**config.mk**
```make
export PLATFORM = sky130hd
export DESIGN_NAME = causal_moving_average
export DESIGN_NICKNAME = d
export VERILOG_FILES = /design/src/rtl/core/cma_pkg.sv /design/src/rtl/core/causal_moving_average.sv /design/src/rtl/core/cma_ram.sv /design/src/rtl/core/cma_div.sv
export SDC_FILE = /design/constraint.sdc
export NUM_CORES = 2
export LEC_CHECK = 0
export ABC_AREA = 1
export BUFFER_PORTS_ARGS = -buffer_cell sky130_fd_sc_hd__buf_4
export CAP_MARGIN = 20
export CELL_PAD_IN_SITES_DETAIL_PLACEMENT = 0
export CELL_PAD_IN_SITES_GLOBAL_PLACEMENT = 1
export CORE_ASPECT_RATIO = 1.2
export CORE_MARGIN = 2
export CORE_UTILIZATION = 48
export DETAILED_ROUTE_END_ITERATION = 8
export PLACE_DENSITY_LB_ADDON = 0.3
export SETUP_SLACK_MARGIN = 0.2
export SLEW_MARGIN = 20
export SYNTH_ARGS = -nofsm -noshare
export SYNTH_HDL_FRONTEND = slang
export SYNTH_SLANG_ARGS = --single-unit
```
**constraint.sdc**
```tcl
create_clock -name clk -period 21.8 [get_ports clk]
set_clock_uncertainty 0.2 [all_clocks]
set_input_delay 6.54 -clock clk [delete_from_list [all_inputs] [get_ports clk]]
set_output_delay 6.54 -clock clk [all_outputs]
set_load 0.05 [all_outputs]
```
**src/rtl/core/cma_pkg.sv**
```systemverilog
// Shared types and constants for the causal moving average block.
package cma_pkg;

    // Width of the window size configuration register.
    localparam int WIN_W = 7;

    // Sequencer state encoding.
    typedef logic [1:0] state_t;

    localparam state_t ST_IDLE = 2'd0;
    localparam state_t ST_ADJ  = 2'd1;
    localparam state_t ST_DIV  = 2'd2;

endpackage

```
**src/rtl/core/causal_moving_average.sv**
```systemverilog
// Causal moving average: ring memory, running-sum sequencer and divider.
// Each sample is accepted in idle, its running sum is adjusted by the R ring reads
// it needs (one in steady state, up to MAX_WINDOW after a window change), and it is
// handed to the divider; only then is a new sample taken, so output stalls that hold
// the divider also hold the input. The sum is SAMPLE_WIDTH + clog2(MAX_WINDOW) bits.
// Reset clears control state and sets the window to 1; the ring is not cleared.
module causal_moving_average #(
    parameter int MAX_WINDOW   = 64,
    parameter int SAMPLE_WIDTH = 16
) (
    input  logic                           clk,
    input  logic                           rst_n,
    input  logic                           in_valid,
    output logic                           in_ready,
    input  logic signed [SAMPLE_WIDTH-1:0] sample,
    input  logic                           first_sample,
    output logic                           out_valid,
    input  logic                           out_ready,
    output logic signed [SAMPLE_WIDTH-1:0] average,
    input  logic                           cfg_write_en,
    input  logic [cma_pkg::WIN_W-1:0]      cfg_write_data
);

    import cma_pkg::*;

    // Ring pointer, sample count, coverage count (may briefly reach MAX_WINDOW + 1)
    // and running sum widths. The sum may wrap while it is being adjusted, but the
    // final value of every item always fits.
    localparam int PTR_W = $clog2(MAX_WINDOW);
    localparam int CNT_W = $clog2(MAX_WINDOW + 1);
    localparam int COV_W = $clog2(MAX_WINDOW + 2);
    localparam int OFF_W = COV_W + 1;
    localparam int SUM_W = SAMPLE_WIDTH + PTR_W;
    localparam int EXT_W = (WIN_W > CNT_W) ? WIN_W : CNT_W;

    // Sequencer state. The running sum covers cov_reg ring entries ending at the
    // newest sample; in idle cov_reg equals the window length of the last result.
    state_t            state_reg,   state_next;
    logic [PTR_W-1:0]  wp_reg,      wp_next;
    logic [PTR_W-1:0]  newest_reg,  newest_next;
    logic [CNT_W-1:0]  fill_reg,    fill_next;
    logic [CNT_W-1:0]  n_reg,       n_next;
    logic [COV_W-1:0]  cov_reg,     cov_next;
    logic [SUM_W-1:0]  sum_reg,     sum_next;
    logic              pend_reg,    pend_next;
    logic              pend_sub_reg, pend_sub_next;
    logic [CNT_W-1:0]  win_eff_reg, win_eff_next;

    logic              accept;
    logic [CNT_W-1:0]  fill_base;
    logic [COV_W-1:0]  cov_base;
    logic [SUM_W-1:0]  sum_base;
    logic [CNT_W-1:0]  fill_new;
    logic [CNT_W-1:0]  n_new;
    logic [COV_W-1:0]  cov0;
    logic [SUM_W-1:0]  sample_ext;
    logic [EXT_W-1:0]  cfg_ext;

    // Read planning: which ring entry joins or leaves the sum next.
    logic [COV_W-1:0]  plan_cov;
    logic [CNT_W-1:0]  plan_n;
    logic [PTR_W-1:0]  plan_newest;
    logic [COV_W-1:0]  plan_n_ext;
    logic              plan_sub;
    logic              plan_add;
    logic              plan_rd;
    logic [COV_W-1:0]  plan_off;
    logic [OFF_W-1:0]  plan_diff;
    logic [PTR_W-1:0]  plan_addr;
    logic [COV_W-1:0]  plan_cov_after;

    logic [SAMPLE_WIDTH-1:0] ram_rdata;
    logic [SUM_W-1:0]        rd_ext;
    logic [SUM_W-1:0]        sum_adj;
    logic                    ram_re;

    // Divider request.
    logic              div_valid;
    logic              div_ready;
    logic              div_neg;
    logic [SUM_W-1:0]  div_mag;
    logic [SUM_W-1:0]  div_dividend;

    assign in_ready = (state_reg == ST_IDLE);
    assign accept   = in_valid && in_ready;

    // A zero window acts as one, and anything past the ring depth as the ring depth.
    assign cfg_ext = EXT_W'(cfg_write_data);

    always_comb
    begin
        priority if (cfg_write_data == '0)
        begin
            win_eff_next = CNT_W'(1);
        end
        else if (cfg_ext > EXT_W'(MAX_WINDOW))
        begin
            win_eff_next = CNT_W'(MAX_WINDOW);
        end
        else
        begin
            win_eff_next = CNT_W'(cfg_ext);
        end
    end

    // A first-sample beat drops the running sum and starts counting from zero.
    assign fill_base  = first_sample ? '0 : fill_reg;
    assign cov_base   = first_sample ? '0 : cov_reg;
    assign sum_base   = first_sample ? '0 : sum_reg;
    assign fill_new   = (fill_base == CNT_W'(MAX_WINDOW)) ? fill_base
                                                          : fill_base + CNT_W'(1);
    assign n_new      = (win_eff_reg < fill_new) ? win_eff_reg : fill_new;
    assign cov0       = cov_base + COV_W'(1);
    assign sample_ext = {{(SUM_W - SAMPLE_WIDTH){sample[SAMPLE_WIDTH-1]}}, sample};

    // In idle the plan looks at the beat being accepted; afterwards at the item in work.
    assign plan_cov    = (state_reg == ST_IDLE) ? cov0     : cov_reg;
    assign plan_n      = (state_reg == ST_IDLE) ? n_new    : n_reg;
    assign plan_newest = (state_reg == ST_IDLE) ? wp_reg   : newest_reg;
    assign plan_n_ext  = COV_W'(plan_n);

    // Too many entries covered: drop the oldest one. Too few: add the next older one.
    // The oldest entry may be the slot written this same cycle when the window is
    // full; the ring returns the old contents then.
    assign plan_sub = plan_cov > plan_n_ext;
    assign plan_add = plan_cov < plan_n_ext;
    assign plan_rd  = plan_sub || plan_add;
    assign plan_off = plan_sub ? plan_cov - COV_W'(1) : plan_cov;
    assign plan_diff = OFF_W'(plan_newest) - OFF_W'(plan_off);
    assign plan_addr = plan_diff[OFF_W-1] ? PTR_W'(plan_diff + OFF_W'(MAX_WINDOW))
                                          : PTR_W'(plan_diff);
    assign plan_cov_after = plan_sub ? plan_cov - COV_W'(1) : plan_cov + COV_W'(1);

    assign ram_re = plan_rd && (accept || (state_reg == ST_ADJ));

    cma_ram #(
        .WIDTH (SAMPLE_WIDTH),
        .DEPTH (MAX_WINDOW)
    ) u_ring (
        .clk   (clk),
        .we    (accept),
        .waddr (wp_reg),
        .wdata (sample),
        .re    (ram_re),
        .raddr (plan_addr),
        .rdata (ram_rdata)
    );

    // The ring entry read last cycle is applied to the sum now.
    assign rd_ext  = {{(SUM_W - SAMPLE_WIDTH){ram_rdata[SAMPLE_WIDTH-1]}}, ram_rdata};
    assign sum_adj = pend_sub_reg ? sum_reg - rd_ext : sum_reg + rd_ext;

    always_comb
    begin
        state_next    = state_reg;
        wp_next       = wp_reg;
        newest_next   = newest_reg;
        fill_next     = fill_reg;
        n_next        = n_reg;
        cov_next      = cov_reg;
        sum_next      = sum_reg;
        pend_next     = pend_reg;
        pend_sub_next = pend_sub_reg;
        unique case (state_reg)
            ST_IDLE:
            begin
                if (accept)
                begin
                    fill_next     = fill_new;
                    n_next        = n_new;
                    sum_next      = sum_base + sample_ext;
                    newest_next   = wp_reg;
                    wp_next       = (wp_reg == PTR_W'(MAX_WINDOW - 1)) ? '0
                                                                       : wp_reg + PTR_W'(1);
                    cov_next      = plan_rd ? plan_cov_after : cov0;
                    pend_next     = plan_rd;
                    pend_sub_next = plan_sub;
                    state_next    = ST_ADJ;
                end
            end
            ST_ADJ:
            begin
                if (pend_reg)
                begin
                    sum_next = sum_adj;
                end
                cov_next      = plan_rd ? plan_cov_after : cov_reg;
                pend_next     = plan_rd;
                pend_sub_next = plan_sub;
                state_next    = plan_rd ? ST_ADJ : ST_DIV;
            end
            ST_DIV:
            begin
                if (div_ready)
                begin
                    state_next = ST_IDLE;
                end
            end
            default:
            begin
                state_next = ST_IDLE;
            end
        endcase
    end

    always_ff @(posedge clk or negedge rst_n)
    begin
        if (!rst_n)
        begin
            state_reg    <= ST_IDLE;
            wp_reg       <= '0;
            newest_reg   <= '0;
            fill_reg     <= '0;
            n_reg        <= '0;
            cov_reg      <= '0;
            sum_reg      <= '0;
            pend_reg     <= 1'b0;
            pend_sub_reg <= 1'b0;
            win_eff_reg  <= CNT_W'(1);
        end
        else
        begin
            state_reg    <= state_next;
            wp_reg       <= wp_next;
            newest_reg   <= newest_next;
            fill_reg     <= fill_next;
            n_reg        <= n_next;
            cov_reg      <= cov_next;
            sum_reg      <= sum_next;
            pend_reg     <= pend_next;
            pend_sub_reg <= pend_sub_next;
            if (cfg_write_en)
            begin
                win_eff_reg <= win_eff_next;
            end
        end
    end

    // Round to nearest with ties away from zero: divide |sum| + floor(n/2) by n
    // and put the sign back afterwards.
    assign div_valid    = (state_reg == ST_DIV);
    assign div_neg      = sum_reg[SUM_W-1];
    assign div_mag      = div_neg ? SUM_W'(0) - sum_reg : sum_reg;
    assign div_dividend = div_mag + SUM_W'(n_reg >> 1);

    cma_div #(
        .MAG_W (SUM_W),
        .DIV_W (CNT_W),
        .OUT_W (SAMPLE_WIDTH)
    ) u_div (
        .clk          (clk),
        .rst_n        (rst_n),
        .req_valid    (div_valid),
        .req_ready    (div_ready),
        .req_dividend (div_dividend),
        .req_divisor  (n_reg),
        .req_neg      (div_neg),
        .out_valid    (out_valid),
        .out_ready    (out_ready),
        .average      (average)
    );

endmodule

```
**src/rtl/core/cma_ram.sv**
```systemverilog
// Generic single-write, single-read RAM with a registered read port.
module cma_ram #(
    parameter int WIDTH = 16,
    parameter int DEPTH = 64
) (
    input  logic                     clk,
    input  logic                     we,
    input  logic [$clog2(DEPTH)-1:0] waddr,
    input  logic [WIDTH-1:0]         wdata,
    input  logic                     re,
    input  logic [$clog2(DEPTH)-1:0] raddr,
    output logic [WIDTH-1:0]         rdata
);

    logic [WIDTH-1:0] mem [DEPTH];
    logic [WIDTH-1:0] rdata_reg;

    // A read and a write to the same address in one cycle return the old data.
    always_ff @(posedge clk)
    begin
        if (we)
        begin
            mem[waddr] <= wdata;
        end
        if (re)
        begin
            rdata_reg <= mem[raddr];
        end
    end

    assign rdata = rdata_reg;

endmodule

```
**src/rtl/core/cma_div.sv**
```systemverilog
// Pipelined restoring divider with sign restore and an output register.
module cma_div #(
    parameter int MAG_W = 22,
    parameter int DIV_W = 7,
    parameter int OUT_W = 16
) (
    input  logic                    clk,
    input  logic                    rst_n,
    input  logic                    req_valid,
    output logic                    req_ready,
    input  logic [MAG_W-1:0]        req_dividend,
    input  logic [DIV_W-1:0]        req_divisor,
    input  logic                    req_neg,
    output logic                    out_valid,
    input  logic                    out_ready,
    output logic signed [OUT_W-1:0] average
);

    // Stage 0 holds the request; each later stage resolves one quotient bit.
    logic [DIV_W-1:0] rem_reg [MAG_W+1];
    logic [MAG_W-1:0] dq_reg  [MAG_W+1];
    logic [DIV_W-1:0] dv_reg  [MAG_W+1];
    logic             neg_reg [MAG_W+1];
    logic [MAG_W:0]   vld_reg;

    logic [DIV_W-1:0] step_rem [MAG_W];
    logic [MAG_W-1:0] step_dq  [MAG_W];
    logic [DIV_W:0]   step_tmp [MAG_W];
    logic [MAG_W-1:0] step_ge;

    logic                    out_valid_reg;
    logic signed [OUT_W-1:0] average_reg;
    logic [OUT_W-1:0]        result;
    logic                    adv;

    // The whole pipe moves together whenever the output register can take a beat.
    assign adv       = !out_valid_reg || out_ready;
    assign req_ready = adv;

    always_comb
    begin
        for (int k = 0; k < MAG_W; k++)
        begin
            step_tmp[k] = {rem_reg[k], dq_reg[k][MAG_W-1]};
            step_ge[k]  = step_tmp[k] >= {1'b0, dv_reg[k]};
            step_rem[k] = step_ge[k] ? DIV_W'(step_tmp[k] - {1'b0, dv_reg[k]})
                                     : DIV_W'(step_tmp[k]);
            step_dq[k]  = {dq_reg[k][MAG_W-2:0], step_ge[k]};
        end
    end

    assign result = neg_reg[MAG_W] ? OUT_W'(MAG_W'(0) - dq_reg[MAG_W])
                                   : OUT_W'(dq_reg[MAG_W]);

    always_ff @(posedge clk or negedge rst_n)
    begin
        if (!rst_n)
        begin
            vld_reg       <= '0;
            out_valid_reg <= 1'b0;
        end
        else if (adv)
        begin
            vld_reg       <= {vld_reg[MAG_W-1:0], req_valid};
            out_valid_reg <= vld_reg[MAG_W];
        end
    end

    always_ff @(posedge clk)
    begin
        if (adv)
        begin
            rem_reg[0] <= '0;
            dq_reg[0]  <= req_dividend;
            dv_reg[0]  <= req_divisor;
            neg_reg[0] <= req_neg;
            for (int k = 0; k < MAG_W; k++)
            begin
                rem_reg[k+1] <= step_rem[k];
                dq_reg[k+1]  <= step_dq[k];
                dv_reg[k+1]  <= dv_reg[k];
                neg_reg[k+1] <= neg_reg[k];
            end
            average_reg <= signed'(result);
        end
    end

    assign out_valid = out_valid_reg;
    assign average   = average_reg;

endmodule

```
After elaboration in Yosys (flattened, before gate mapping)
Memories as Yosys holds them, arrays and structs flattened. A register that Yosys moved wholly into a read port is not among the register bits.
Cells that the tools add are included.
{ "word_totals": {"register_bits": 106, "ramBits": 1875, "in_bits": 29, "output_inout_bits": 18, "memories": 5} }
{ "op_classes": {"n_addsub": 35, "n_lt_le_gt_ge": 26, "n_eq_ne": 8, "n_mux": 58, "n_reduce_logical": 14} }
{ "mem_list": {"columns": ["memory", "words", "word_bits", "rd", "rd_ports_with_merged_regs", "wr", "line_no", "rtl"], "rows": [
  ["u_ring.mem", 64, 16, 1, 1, 1, "cma_ram.sv:15", "logic [WIDTH-1:0] mem [DEPTH];"],
  ["u_div.dq_reg", 23, 22, 23, 0, 23, "cma_div.sv:21", "logic [MAG_W-1:0] dq_reg [MAG_W+1];"],
  ["u_div.dv_reg", 23, 7, 22, 0, 23, "cma_div.sv:22", "logic [DIV_W-1:0] dv_reg [MAG_W+1];"],
  ["u_div.rem_reg", 23, 7, 22, 0, 23, "cma_div.sv:20", "logic [DIV_W-1:0] rem_reg [MAG_W+1];"],
  ["u_div.neg_reg", 23, 1, 23, 0, 23, "cma_div.sv:23", "logic neg_reg [MAG_W+1];"]
]} }
{ "ops": {"columns": ["operator", "count"], "rows": [
  ["2-to-1 mux 7 bit", 35],
  ["greater-or-equal comparator 8 x 7 -> 1 bit", 22],
  ["subtractor 7 bit", 22],
  ["2-to-1 mux 22 bit", 5],
  ["adder 22 bit", 2],
  ["one-hot mux 22 bit (2 select lines)", 1],
  ["adder 22 x 6 -> 22 bit", 1],
  ["subtractor 1 x 22 -> 22 bit (first input constant)", 1],
  ["subtractor 22 bit", 1],
  ["adder 7 x 1 -> 7 bit (second input constant)", 3],
  ["2-to-1 mux 6 bit", 3],
  ["2-to-1 mux 16 bit", 1],
  ["subtractor 1 x 16 -> 16 bit (first input constant)", 1],
  ["less-than comparator 7 bit", 2],
  ["one-hot mux 7 bit (2 select lines)", 1],
  ["adder 6 x 1 -> 6 bit (second input constant)", 2],
  ["subtractor 6 x 7 -> 8 bit", 1],
  ["equality test 7 bit (second input constant)", 1],
  ["greater-than comparator 7 bit", 1],
  ["greater-than comparator 7 bit (second input constant)", 1],
  ["zero test 7 bit", 1],
  ["subtractor 7 x 1 -> 7 bit (second input constant)", 1],
  ["equality test 6 bit (second input constant)", 1],
  ["2-to-1 mux 1 bit", 6],
  ["other kinds (14)", 25]
]} }

Logic depth before layout (Yosys ltp)
{ "logic_depth": {"ltp_word": 11, "ltp_mapped": 41, "mapped_depth_nobuf": 37} }

By module
Synthesis repeated with hierarchy kept, for this count alone.
{ "unflattened": {"cells_unflattened": 7811, "area_unflattened_um2": 84407.2} }
{ "by_module_without_submodules": {"columns": ["module", "n_inst", "cells_per_inst", "area_per_inst_um2"], "rows": [
  ["cma_ram", 1, 3517, 42259.3],
  ["cma_div", 1, 2811, 33358.2],
  ["causal_moving_average", 1, 1483, 8789.7]
]} }

Worst setup path after synthesis
OpenSTA, ideal clock, no wires.
{ "synth_path": {"path_kind": "input to register", "start": "input port out_ready", "end": "register u_div.average_reg[0], in the netlist u_div.average[0] (enable)", "setup_time_ps": 1378, "arrival_ps": 26522, "t_required_ps": 20222, "path_slack_ps": -6300, "path_stages": 3, "n_path_buf": 1, "cell_sequence": "nor2_1 > clkinv_1 > clkbuf_1"} }
{ "synth_between": {"elab_chain_len": 1} }
{ "synth_lines": {"columns": ["item", "line_no", "rtl"], "rows": [
  ["from (decl)", "causal_moving_average.sv:18", "input logic out_ready,"],
  ["logical OR 1 bit", "cma_div.sv:37", "assign adv = !out_valid_reg || out_ready;"],
  ["net div_ready", "causal_moving_average.sv:79", "logic div_ready;"],
  ["to (signal assigned)", "cma_div.sv:84", "average_reg <= signed'(result);"],
  ["to (decl)", "cma_div.sv:32", "logic signed [OUT_W-1:0] average_reg;"]
]} }
The timed path passes the listed nets, and every way through them passes these cells.
A chain may end at the register's enable or synchronous reset.

Final worst setup path
{ "layout_path": {"start": "input port first_sample", "end": "register u_ring.rdata_reg[10], in the netlist u_ring.rdata[10] (read register of u_ring.mem), data pin"} }
{ "layout_between": {"elab_chain_len": 11, "elab_cells_between_ends": 19} }
{ "layout_lines": {"columns": ["item", "line_no", "rtl"], "rows": [
  ["from (decl)", "causal_moving_average.sv:16", "input logic first_sample,"],
  ["2-to-1 mux 7 bit", "causal_moving_average.sv:107", "assign fill_base = first_sample ? '0 : fill_reg;"],
  ["adder 7 x 1 -> 7 bit / equality test 7 bit (equally long branches)", "causal_moving_average.sv:111, causal_moving_average.sv:110", null],
  ["2-to-1 mux 7 bit", "causal_moving_average.sv:110", "assign fill_new = (fill_base == CNT_W'(MAX_WINDOW)) ? fill_base"],
  ["less-than comparator 7 bit", "causal_moving_average.sv:112", "assign n_new = (win_eff_reg < fill_new) ? win_eff_reg : fill_new;"],
  ["2-to-1 mux 7 bit", "causal_moving_average.sv:112", null],
  ["2-to-1 mux 7 bit", "causal_moving_average.sv:118", "assign plan_n = (state_reg == ST_IDLE) ? n_new : n_reg;"],
  ["greater-than comparator 7 bit", "causal_moving_average.sv:125", "assign plan_sub = plan_cov > plan_n_ext;"],
  ["2-to-1 mux 7 bit", "causal_moving_average.sv:128", "assign plan_off = plan_sub ? plan_cov - COV_W'(1) : plan_cov;"],
  ["subtractor 6 x 7 -> 8 bit", "causal_moving_average.sv:129", "assign plan_diff = OFF_W'(plan_newest) - OFF_W'(plan_off);"],
  ["adder 6 x 1 -> 6 bit", "causal_moving_average.sv:130", "assign plan_addr = plan_diff[OFF_W-1] ? PTR_W'(plan_diff + OFF_W'(MAX_WINDOW))"],
  ["2-to-1 mux 6 bit", "causal_moving_average.sv:130", null],
  ["to (decl)", "cma_ram.sv:16", "logic [WIDTH-1:0] rdata_reg;"]
]} }
Several ways; a longest one is shown, not always the timed one.

==> impl_metrics.py <==
metrics = {
    "setup_path": {
        "worstSetupStartpointType": "primary input",
        "reg2reg_depth": 33,
        "cp_common_cell": "nand2_1",
        "criticalPathCategory": "primary input to register",
        "crit_path_start": "first_sample",
        "worst_setup_path_end_kind": "register",
        "r2r_start": "fill_reg[0]$_DFFE_PN0P_",
        "reg2reg_to": "u_ring.rdata[10]$_DFFE_PP_",
        "ff2ff_setup_slack_ps": 12970,
        "worstPathRequired_ps": 22290,
        "critPathMaxFanout": 102,
        "cp_slowest_cell": "fa_4",
        "critPathArrivalTime_ps": 14880,
        "max_stage_delay_ps": 1400,
    },
    "clock_network": {
        "cts-root-buf": "clkbuf_16",
        "cts_setup_buffers": 0,
        "cts.sinks": 1859,
        "h-tree-depth": 4,
        "cts.path.max_buffers": 3,
        "path_clk_slew_ps": 60,
        "cts_tree": "yes",
        "cts_buffers": 183,
        "ctsHoldBuffers": 0,
        "worstSkewPairLatency_ps": 840,
        "post_cts_resized": 0,
    },
    "logic_synthesis": {
        "synthFlopType": "edfxtp_1",
        "synthXorXnorAreaFrac_pct": 1.80,
        "synth_area_leaders": "edfxtp_1 (66%), nor2_1 (3.8%), nand2_1 (3.7%)",
        "synth_top_family_by_area": "simple AND/OR/NAND/NOR gates",
        "syn-num-nets": 6624,
        "yosys_warnings": 0,
        "synth_compound_area_share_pct": 8.59,
        "synthMuxAreaShare_pct": 2.43,
        "synthesis.area_um2": 79900,
        "ys_seq_area_share_pct": 69.3,
        "avgSynthCellArea_um2": 12.6,
        "ys_async_sr_fraction_pct": 4.84,
        "synth_edf_count": 1769,
        "syn_inst": 6350,
        "synth_top_area_share_pct": 66.5,
        "netlist.top_cell.by_area": "edfxtp_1",
        "yosys.area_share.adder_pct": 4.06,
        "yosys.area_share.simple_pct": 10.3,
        "synth.distinct_cells": 56,
        "ys_ff_latch": 1859,
    },
    "global_route": {
        "met1_usage_pct": 28.0,
        "grt_max_degree": 216,
        "top_usage_layer": "met2",
        "grtUsageTotal_pct": 21.6,
        "grt-ovfl-total": 0,
        "antenna_found_initial": 3,
        "use_met3_pct": 3.36,
        "grt_pass1_vias": 47700,
        "grt_pass1_wl_um": 280000,
        "met2_usage_pct": 36.9,
    },
    "place": {
        "place_inst": 8408,
        "gp_routability_congestion": 0.859,
        "post-dp-hpwl_um": 110000,
        "numPortBuffers": 46,
    },
    "die": {
        "io_pins": 47,
        "rows": 164,
        "start_util_pct": 48.2,
        "core_um2": 166000,
        "die_area_um2": 170000,
        "fp.dieH_um": 451,
        "dieWidth_um": 376,
    },
    "sta": {
        "drv_slew": 0,
        "post-route-min-period_ps": 14390,
        "relSlewSlack_pct": 21.9,
        "timing.fmax_mhz": 69.5,
        "tightest_slew_ps": 1170,
        "setup_viol": 0,
        "tns_ps": 0,
        "hold_viol_final": 0,
        "rsz0062_at_grt": "false",
        "post-route-period-util_pct": 66.0,
    },
    "routing": {
        "drt_wl_total_um": 185000,
        "detail-route-antenna-nets": 0,
        "dr.pass1.iters": 5,
        "wl_per_cell_um": 21.1,
        "vias": 48900,
        "drc": 0,
        "drt_iter0_drc": 4471,
        "vias_per_cell": 5.59,
    },
    "hold_path": {
        "min_delay_path_depth": 0,
        "min-delay-start": "u_div.neg_reg[19]$_DFFE_PP_",
        "whs_endpoint": "u_div.neg_reg[20]$_DFFE_PP_",
        "worstHoldPathType": "register to register",
    },
    "job": {
        "drv_cap": 0,
    },
    "run_status": {
        "run_status": "complete, no violations",
    },
    "final_layout": {
        "largest_register_ffs": 1024,
        "instances_no_fill": 8747,
        "final_net_count": 6712,
        "drive_above_1_share_pct": 7.51,
        "syn_to_final_growth_pct": 11.0,
    },
}
[cell type report]
cell class	count	area (um^2)
diodes	1	2.50
clock buffers	227	4770
clock inverters	108	998
fillers	13800	77100
inverters	438	1660
multi-input cells	3798	21900
flip-flops and latches	1859	55400
well taps	2158	2700
repair buffers	158	1280
[worst max path at each step]
stage | cells past startpoint | slack [ps] | endpoint
2_1_floorplan | 3 | 4850 | u_div.average[0]$_DFFE_PP_
3_3_place_gp | 33 | 6760 | u_ring.rdata[10]$_DFFE_PP_
3_5_place_dp | 33 | 6700 | u_ring.rdata[10]$_DFFE_PP_
4_1_cts | 33 | 7550 | u_ring.rdata[10]$_DFFE_PP_
5_1_grt | 33 | 6730 | u_ring.rdata[10]$_DFFE_PP_
6_report | 33 | 7410 | u_ring.rdata[10]$_DFFE_PP_
[kinds of logic after synthesis]
| logic type | after synthesis |
|---|---|
| AND/OR/NAND/NOR | 2008 |
| flip-flops | 1859 |
| AO/OA/AOI/OAI | 1187 |
| buffers and inverters | 693 |
| adder cells (fa/ha/maj) | 245 |
| multiplexers | 194 |
| XOR/XNOR | 164 |
[synthesized netlist by cell type, types with 25 or more instances]
cell	n
a21oi_1	308
a31oi_1	29
buf_2	86
clkbuf_1	141
dfrtp_1	89
edfxtp_1	1769
ha_1	221
inv_1	435
mux2i_1	192
nand2_1	797
nand2_2	28
nand3_1	267
nand4_1	32
nor2_1	815
o211ai_1	39
o21ai_0	512
o21ai_1	27
o21bai_1	25
o221ai_1	129
o22ai_1	66
xnor2_1	51
xor2_1	113
[worst max-delay path: cells and delay by family]
kind	cells	cell delay, ps
compound gates	6	1210
buf+inv	4	2160
simple gates	18	2380
xor+xnor	1	280
fa+ha+maj	4	2160
[through the flow]
| stage | area, um^2 | setup WS [ps] | utilization (%) | hold slack (ps) |
|---|---|---|---|---|
| global route | 88700 | 6730 | 53.5 | 203 |
| floorplan | 79900 | 4850 | - | 200 |
| finish | 88700 | 7410 | 53.5 | 199 |
| detailed placement | 82800 | 6700 | 50.0 | 205 |
| global placement | 82800 | 6760 | 50.0 | 200 |
| CTS | 88600 | 7550 | 53.4 | 199 |
[cells in the final DEF, fill, tap and decap left out, types with 26 or more instances in the layout]
cell type | Yosys | routed
edfxtp_1 | 1769 | 1769
o21ai_0 | 512 | 512
a21oi_1 | 308 | 308
nor2_1 | 815 | 806
xnor2_1 | 51 | 50
o221ai_1 | 129 | 129
clkbuf_16 | 0 | 184
ha_1 | 221 | 220
clkinv_1 | 1 | 44
mux2i_1 | 192 | 192
clkbuf_1 | 141 | 43
xor2_1 | 113 | 112
a31oi_1 | 29 | 29
nand2_1 | 797 | 796
nand2_2 | 28 | 28
nand3_1 | 267 | 267
o22ai_1 | 66 | 66
inv_1 | 435 | 433
dfrtp_1 | 89 | 89
o211ai_1 | 39 | 39
nand4_1 | 32 | 32
buf_4 | 11 | 151
o21ai_1 | 27 | 26
[routing by layer]
layer	wire length [um]	part of all wire, %
met5	13	0.0070
met4	5720	3.1
met3	11100	6.0
met2	92200	50
met1	75900	41
Power is left out: the tool's default activity adds up to more than one toggle a clock period on the data nets, which glitch-free logic cannot reach.
